**config.mk**
```make
export PLATFORM = sky130hd
export DESIGN_NAME = precompensated_flux_writer
export DESIGN_NICKNAME = d
export VERILOG_FILES = /design/src/rtl/core/pfw_pkg.sv /design/src/rtl/core/pfw_bound_table.sv /design/src/rtl/core/precompensated_flux_writer.sv
export SDC_FILE = /design/constraint.sdc
export NUM_CORES = 2
export LEC_CHECK = 0
export BUFFER_PORTS_ARGS = -buffer_cell sky130_fd_sc_hd__clkbuf_2
export CAP_MARGIN = 20
export CORE_ASPECT_RATIO = 1.1
export CORE_MARGIN = 5
export CORE_UTILIZATION = 50
export CTS_CLUSTER_DIAMETER = 30
export CTS_CLUSTER_SIZE = 24
export DETAILED_ROUTE_END_ITERATION = 7
export GPL_ROUTABILITY_DRIVEN = 0
export PLACE_DENSITY = 0.72
export SLEW_MARGIN = 10
export SYNTH_ARGS = -nofsm -noshare
export SYNTH_HDL_FRONTEND = slang
export SYNTH_SLANG_ARGS = --single-unit
```
**constraint.sdc**
```tcl
create_clock -name clk -period 6.1 [get_ports clk]
set_input_delay 0.305 -clock clk [delete_from_list [all_inputs] [get_ports clk]]
set_output_delay 0.305 -clock clk [all_outputs]
set_load 0.1 [all_outputs]
```
**src/rtl/core/pfw_pkg.sv**
```systemverilog
package pfw_pkg;

  // Table geometry
  localparam int MAX_BOUNDS = 8;
  localparam int IDX_W      = $clog2(MAX_BOUNDS);
  localparam int CNT_W      = $clog2(MAX_BOUNDS + 1);

  // Field widths
  localparam int COUNT_W  = 7;
  localparam int LENGTH_W = 15;
  localparam int VALUE_W  = 16;
  localparam int RUN_W    = 8;
  localparam int PEND_W   = 18;
  localparam int FRAC_W   = 8;
  localparam int TOTAL_W  = 16;
  localparam int BYTE_W   = 7;

  // Arithmetic constants
  localparam logic [COUNT_W-1:0] RUN_LIMIT  = 7'd127;
  localparam logic [PEND_W:0]    CLAMP_LOW  = 19'h00300;
  localparam logic [PEND_W:0]    CLAMP_HIGH = 19'h07fff;
  localparam logic [TOTAL_W-1:0] TOTAL_MAX  = 16'hffff;

  // Configuration register map
  localparam logic REG_BOUNDS_IN_USE = 1'b0;
  localparam logic [3:0] BOUNDS_RESET = 4'd3;

  // Input word kinds
  typedef enum logic [1:0] {
    KIND_BOUND  = 2'd0,
    KIND_SHIFT  = 2'd1,
    KIND_SYMBOL = 2'd2,
    KIND_NONE   = 2'd3
  } kind_t;

  // Bound lookup result
  typedef struct packed {
    logic [IDX_W-1:0]    sel;
    logic                matched;
    logic [LENGTH_W-1:0] length;
  } match_t;

endpackage

```
**src/rtl/core/pfw_bound_table.sv**
```systemverilog
module pfw_bound_table (
  input  logic                         clk,
  input  logic                         wr_en,
  input  logic [pfw_pkg::IDX_W-1:0]    wr_row,
  input  logic [pfw_pkg::COUNT_W-1:0]  wr_count,
  input  logic [pfw_pkg::LENGTH_W-1:0] wr_length,
  input  logic [pfw_pkg::COUNT_W-1:0]  run,
  input  logic [pfw_pkg::CNT_W-1:0]    active,
  output pfw_pkg::match_t              match
);

  logic [pfw_pkg::COUNT_W-1:0]  counts_r  [pfw_pkg::MAX_BOUNDS];
  logic [pfw_pkg::LENGTH_W-1:0] lengths_r [pfw_pkg::MAX_BOUNDS];
  logic [pfw_pkg::IDX_W-1:0]    sel;
  logic                         hit;
  logic [pfw_pkg::CNT_W-1:0]    last;

  // Bound entry writes, no reset: entries are undefined until loaded
  always_ff @(posedge clk) begin
    if (wr_en) begin
      counts_r[wr_row]  <= wr_count;
      lengths_r[wr_row] <= wr_length;
    end
  end

  // Parallel compare, last matching active entry wins
  always_comb begin
    last = active - pfw_pkg::CNT_W'(1);
    sel  = last[pfw_pkg::IDX_W-1:0];
    hit  = 1'b0;
    for (int k = 0; k < pfw_pkg::MAX_BOUNDS; k++) begin
      if ((pfw_pkg::CNT_W'(k) < active) && (counts_r[k] == run)) begin
        sel = pfw_pkg::IDX_W'(k);
        hit = 1'b1;
      end
    end
  end

  assign match.sel     = sel;
  assign match.matched = hit;
  assign match.length  = lengths_r[sel];

endmodule

```
**src/rtl/core/precompensated_flux_writer.sv**
```systemverilog
// Channel | Direction | Contents (low bit up)
// in_     | slave     | tdata: entry_row, entry_column, pattern_count, entry_value,
//         |           |        run_length; tuser: kind
// out_    | master    | tdata: counter_byte, clipped, invalid_symbol, invalid_total
// cfg_    | APB       | 0x0: bounds_in_use (4 bits)
//
// One word per cycle is taken while in_tready is high; a symbol that finds a pulse pending
// has its timer byte valid on out_ after the input register, then bound match plus
// precomp table read into stage 2, then clamp into the result register.
// The 64-entry precomp table is read through a register into stage 2.
// Reset (synchronous, rst_n low) clears the pipeline, the carried pulse and the count.
// A stalled output holds the result; the pipeline keeps filling until every stage
// holds a word, then in_tready drops.
module precompensated_flux_writer (
  input  logic        clk,
  input  logic        rst_n,
  // input stream
  input  logic        in_tvalid,
  output logic        in_tready,
  input  logic [39:0] in_tdata,   // entry_row[2:0], entry_column[5:3],
                                  // pattern_count[12:6], entry_value[28:13],
                                  // run_length[36:29], zero pad
  input  logic [1:0]  in_tuser,   // kind[1:0]
  // result stream
  output logic        out_tvalid,
  input  logic        out_tready,
  output logic [31:0] out_tdata,  // counter_byte[6:0], clipped[7],
                                  // invalid_symbol[8], invalid_total[24:9], zero pad
  // configuration
  input  logic        cfg_psel,
  input  logic        cfg_penable,
  input  logic        cfg_pwrite,
  input  logic [2:0]  cfg_paddr,
  input  logic [31:0] cfg_pwdata,
  output logic [31:0] cfg_prdata,
  output logic        cfg_pready
);

  localparam int IW = pfw_pkg::IDX_W;
  localparam int PW = pfw_pkg::PEND_W;

  // Configuration register
  logic [3:0] bounds_r;
  logic       cfg_wr;

  assign cfg_pready = 1'b1;
  assign cfg_wr     = cfg_psel && cfg_penable && cfg_pwrite && cfg_pready;

  always_ff @(posedge clk) begin
    if (!rst_n) begin
      bounds_r <= pfw_pkg::BOUNDS_RESET;
    end else if (cfg_wr && (cfg_paddr[2] == pfw_pkg::REG_BOUNDS_IN_USE)) begin
      bounds_r <= cfg_pwdata[3:0];
    end
  end

  assign cfg_prdata = (cfg_paddr[2] == pfw_pkg::REG_BOUNDS_IN_USE) ? {28'd0, bounds_r} : 32'd0;

  // Active bound count, limited to 1..MAX_BOUNDS
  logic [pfw_pkg::CNT_W-1:0] active;
  always_comb begin
    priority if (bounds_r == 4'd0) begin
      active = pfw_pkg::CNT_W'(1);
    end else if (32'(bounds_r) > pfw_pkg::MAX_BOUNDS) begin
      active = pfw_pkg::CNT_W'(pfw_pkg::MAX_BOUNDS);
    end else begin
      active = pfw_pkg::CNT_W'(bounds_r);
    end
  end

  // Stage 1: input register
  logic                          s1_v_r;
  pfw_pkg::kind_t                s1_kind_r;
  logic [IW-1:0]                 s1_row_r;
  logic [IW-1:0]                 s1_col_r;
  logic [pfw_pkg::COUNT_W-1:0]   s1_count_r;
  logic [pfw_pkg::VALUE_W-1:0]   s1_value_r;
  logic [pfw_pkg::RUN_W-1:0]     s1_run_r;

  // Stage 2: matched symbol with table data
  logic                          s2_v_r;
  logic [pfw_pkg::LENGTH_W-1:0]  s2_len_r;
  logic                          s2_inv_r;
  logic [pfw_pkg::TOTAL_W-1:0]   s2_total_r;
  logic [pfw_pkg::VALUE_W-1:0]   s2_shift_r;

  // Output register
  logic                          out_v_r;
  logic [pfw_pkg::BYTE_W-1:0]    out_byte_r;
  logic                          out_clip_r;
  logic                          out_inv_r;
  logic [pfw_pkg::TOTAL_W-1:0]   out_total_r;

  // Carried state
  logic signed [PW-1:0]          pend_r;
  logic [pfw_pkg::FRAC_W-1:0]    frac_r;
  logic [IW-1:0]                 prevb_r;
  logic [pfw_pkg::TOTAL_W-1:0]   unm_r;
  logic [pfw_pkg::TOTAL_W-1:0]   unm_nxt;

  // Precomp table, row = previous bound, column = current bound
  logic [pfw_pkg::VALUE_W-1:0]   shift_mem [pfw_pkg::MAX_BOUNDS * pfw_pkg::MAX_BOUNDS];

  logic s1_sym, s1_go, s2_emit, s2_go, s2_free, out_free, in_acc;

  // Handshake chain
  assign out_free  = !out_v_r || out_tready;
  assign s2_emit   = (pend_r > PW'(0));
  assign s2_go     = s2_v_r && (!s2_emit || out_free);
  assign s2_free   = !s2_v_r || s2_go;
  assign s1_sym    = (s1_kind_r == pfw_pkg::KIND_SYMBOL);
  assign s1_go     = s1_v_r && (!s1_sym || s2_free);
  assign in_tready = !s1_v_r || s1_go;
  assign in_acc    = in_tvalid && in_tready;

  always_ff @(posedge clk) begin
    if (!rst_n) begin
      s1_v_r <= 1'b0;
    end else if (in_tready) begin
      s1_v_r <= in_tvalid;
    end
  end

  always_ff @(posedge clk) begin
    if (in_acc) begin
      s1_kind_r  <= pfw_pkg::kind_t'(in_tuser);
      s1_row_r   <= in_tdata[2:0];
      s1_col_r   <= in_tdata[5:3];
      s1_count_r <= in_tdata[12:6];
      s1_value_r <= in_tdata[28:13];
      s1_run_r   <= in_tdata[36:29];
    end
  end

  // Bound lookup on the clipped run length
  logic [pfw_pkg::COUNT_W-1:0] run_clip;
  pfw_pkg::match_t             match;

  assign run_clip = s1_run_r[7] ? pfw_pkg::RUN_LIMIT : s1_run_r[6:0];

  pfw_bound_table u_bounds (
    .clk       (clk),
    .wr_en     (s1_go && (s1_kind_r == pfw_pkg::KIND_BOUND)),
    .wr_row    (s1_row_r),
    .wr_count  (s1_count_r),
    .wr_length (s1_value_r[pfw_pkg::LENGTH_W-1:0]),
    .run       (run_clip),
    .active    (active),
    .match     (match)
  );

  // Precomp table write and registered read
  always_ff @(posedge clk) begin
    if (s1_go && (s1_kind_r == pfw_pkg::KIND_SHIFT)) begin
      shift_mem[{s1_row_r, s1_col_r}] <= s1_value_r;
    end
    if (s1_go && s1_sym) begin
      s2_shift_r <= shift_mem[{prevb_r, match.sel}];
    end
  end

  // Saturating unmatched count
  always_comb begin
    unm_nxt = unm_r;
    if (!match.matched && (unm_r != pfw_pkg::TOTAL_MAX)) begin
      unm_nxt = unm_r + pfw_pkg::TOTAL_W'(1);
    end
  end

  always_ff @(posedge clk) begin
    if (!rst_n) begin
      unm_r   <= '0;
      prevb_r <= '0;
    end else if (s1_go && s1_sym) begin
      unm_r   <= unm_nxt;
      prevb_r <= match.sel;
    end
  end

  always_ff @(posedge clk) begin
    if (!rst_n) begin
      s2_v_r <= 1'b0;
    end else if (s2_free) begin
      s2_v_r <= s1_go && s1_sym;
    end
  end

  always_ff @(posedge clk) begin
    if (s1_go && s1_sym) begin
      s2_len_r   <= match.length;
      s2_inv_r   <= !match.matched;
      s2_total_r <= unm_nxt;
    end
  end

  // Stage 2: move the precomp amount between pulses and clamp
  logic signed [PW:0]          shift_ext;
  logic signed [PW:0]          cur;
  logic signed [PW:0]          diff;
  logic [PW:0]                 val;
  logic                        clip;

  always_comb begin
    shift_ext = (PW+1)'($signed(s2_shift_r));
    cur  = $signed({11'd0, frac_r}) + $signed({4'd0, s2_len_r});
    diff = (PW+1)'(pend_r) - shift_ext;
    if (s2_emit) begin
      cur = cur + shift_ext;
    end
    clip = 1'b0;
    val  = diff;
    priority if (diff < $signed(pfw_pkg::CLAMP_LOW)) begin
      clip = 1'b1;
      val  = pfw_pkg::CLAMP_LOW;
    end else if (diff > $signed(pfw_pkg::CLAMP_HIGH)) begin
      clip = 1'b1;
      val  = pfw_pkg::CLAMP_HIGH;
    end else begin
      val  = diff;
    end
  end

  always_ff @(posedge clk) begin
    if (!rst_n) begin
      pend_r <= '0;
      frac_r <= '0;
    end else if (s2_go) begin
      pend_r <= cur[PW-1:0];
      frac_r <= cur[pfw_pkg::FRAC_W-1:0];
    end
  end

  // Result register
  always_ff @(posedge clk) begin
    if (!rst_n) begin
      out_v_r <= 1'b0;
    end else if (out_free) begin
      out_v_r <= s2_go && s2_emit;
    end
  end

  always_ff @(posedge clk) begin
    if (s2_go && s2_emit) begin
      out_byte_r  <= val[14:8];
      out_clip_r  <= clip;
      out_inv_r   <= s2_inv_r;
      out_total_r <= s2_total_r;
    end
  end

  assign out_tvalid = out_v_r;
  assign out_tdata  = {7'd0, out_total_r, out_inv_r, out_clip_r, out_byte_r};

endmodule

```
==> impl_metrics.ini <==
[timing]
relSlewSlack = 0.331
fin_setup_tns_ps = 0
hold_violations = 0
fin_crit_sh = 0.879
fmax_ghz = 0.187
tightestPinTransition_ps = 1000
final_max_slew_viol_count = 0
fin_skew_ps = 57.3
setup-violations-final = 0
grt_setup_unrepaired = no
fin_crit_ps = 5360

[global_routing]
grt_pass1_wl_um = 277000
track_usage = 0.268
grt_max_degree = 164
antenna_found_initial = 1
grt_pass1_vias = 47300
gr-total-overflow = 0

[synth]
synth_area_leader_cell = edfxtp_1
syn_area_um2 = 63200
netlist.area_leader.share = 0.623
ys.flop_type = edfxtp_1
synthCells = 5569
ys_types = 75
yosys_warnings = 0
async_flop_share = 0
yosys-top-cells-area = edfxtp_1, o31ai_1, nand2_1, a21oi_1, nor4_1
synth_edf_count = 1312
ys_seq_area_frac = 0.637
avgSynthCellArea_um2 = 11.4
synth-seq-cells = 1356

[final_layout]
mostFrequentLayoutCells = edfxtp_1, nand2_1, o31ai_1
final_core_util = 0.606
layout.nets = 5855
mostFrequentLayoutCell = edfxtp_1
drive_gt1_frac = 0.131
fin_area_um2 = 75900
diodes = 0
synthToLayoutAreaGrowth_pct = 20.0

[setup_path]
criticalPathCategory = reg2reg
worstPathRequired_ps = 6660
start_kind = register
arrival_ps = 5920
cp_max_fo = 47
endpoint_kind = register
r2r_slack_ps = 740

[route]
drtIter0Drc = 6344
routed_wire_length_per_instance_um = 24.4
routed_wl_um = 185000
vias = 48300
drc = 1
ant_nets = 0
vias_per_cell = 6.38
dr.pass1.iters = 8

[outcome]
violations = design-rule violations
status = finished with violations

[cts]
clkTransAtPathRegs_ps = 50
htree_num_levels = 5
cts-hold-fix-buffers = 53
cts.sinks = 1356
numCtsBuffers = 286
clockBufferDepth = 4
postCtsSetupBuffers = 0
clock_latency_ps = 900
cts_tree = built
cts_root_buf = clkbuf_16
cts_resized = 0

[floorplanning]
die_width_um = 349
io_pins = 151
initial_core_util = 0.505
dieArea_um2 = 134000
core_area_um2 = 125000
die_h_um = 383
fp-row-count = 136

[worst_hold_path]
hp-class = in2reg

[job]
maxCapViolations = 0

[power]
leakage_uw = 0.0276
power.density_nw_per_um2 = 357
peakVddDrop_mv = 0.326

[placed_design]
dpl_cell_area_um2 = 65900
io_buffers = 81
dpl.hpwl_um = 98800
-- state kept, by name, indices dropped and copies added (netlist names), 15 cells and up --
name and cells:
s2_shift_r 16, u_bounds.lengths_r 120, pend_r 18, u_bounds.counts_r 56
s2_total_r 16, shift_mem 1024, unm_r 16, s1_value_r 16
out_total_r 16, s2_len_r 15
-- final cells by class --
class,count,area (um^2)
clock buffer,324,7590
clock inverter,167,1830
fill,9190,49400
inverter,313,1170
multi-input combinational,3418,19800
sequential,1356,40300
tap,1656,2070
timing repair buffer,346,3090
-- through the flow --
step                hold WS [ps]  power (uW)  cells  setup WS, ps
global placement             402       12000   7035          1040
global route                 109       27800   7580           509
detailed placement           405       12100   7035           958
CTS                         64.1       27200   7579           860
floorplan                    400       11500   5603          2280
finish                       123       27100   7580           741
-- where the power goes --
part,total [uW],internal (uW),switching [uW]
registers,10400,10400,66.8
clock network,15100,10200,4940
logic,1550,414,1130
total,27100,21000,6140
-- cells by family after synthesis --
group / after synthesis / share of synthesized area
fa+ha+maj: 50 / 0.0103
buf+inv: 829 / 0.0535
compound gates: 1431 / 0.155
other cells: 2 / 0.000119
simple gates: 1822 / 0.133
xor+xnor: 74 / 0.0103
flops: 1356 / 0.637
mux: 5 / 0.000812
-- cells in the mapped netlist (5+ instances only) --
library cell / count
a21oi_1: 435
nand3_1: 100
inv_1: 312
nor2b_1: 23
xor2_1: 26
a21o_1: 12
o21bai_1: 5
o31ai_1: 516
nor3_1: 40
nand3b_1: 7
nand2_1: 962
o21a_1: 8
buf_2: 69
buf_4: 45
nor4_1: 310
nor2_1: 174
nand4_1: 8
o21ai_1: 5
dfxtp_1: 44
a211oi_1: 141
a31oi_1: 8
o22ai_1: 5
clkbuf_1: 343
nand2b_1: 15
o21ai_0: 54
a21boi_0: 9
o211ai_1: 26
o22a_1: 16
ha_1: 47
o41ai_1: 18
or3_1: 12
a311oi_1: 131
and3_1: 138
edfxtp_1: 1312
buf_1: 57
xnor2_1: 48
and2_1: 13
-- worst max-delay path: stages (launching register included) --
cell	delay [ps]
edfxtp_1	350
buf_4	270
buf_4	280
or2_1	310
o21ai_0	170
a31oi_1	170
nor4_4	670
o21bai_4	210
o21ai_4	350
nand2_4	320
buf_12	350
buf_4	200
a211oi_1	230
a311oi_1	90
nor4_1	760
o211ai_1	220
-- metal layers --
| metal | share of wire | track usage |
|---|---|---|
| met5 | 0.00065 | 0.00656 |
| met4 | 0.056 | 0.154 |
| met3 | 0.11 | 0.0600 |
| met2 | 0.47 | 0.432 |
| met1 | 0.36 | 0.333 |
-- final timing paths --
check / cells after the start / start / endpoint
max reg2reg: 15 / s1_run_r[7] / s2_shift_r[14]
max: 15 / s1_run_r[7] / s2_shift_r[14]
min reg2reg: 0 / s2_total_r[1] / out_total_r[1]
min: 2 / in_tdata[12] / s1_count_r[6]
Note: power is estimated with default switching activity, not from simulation.
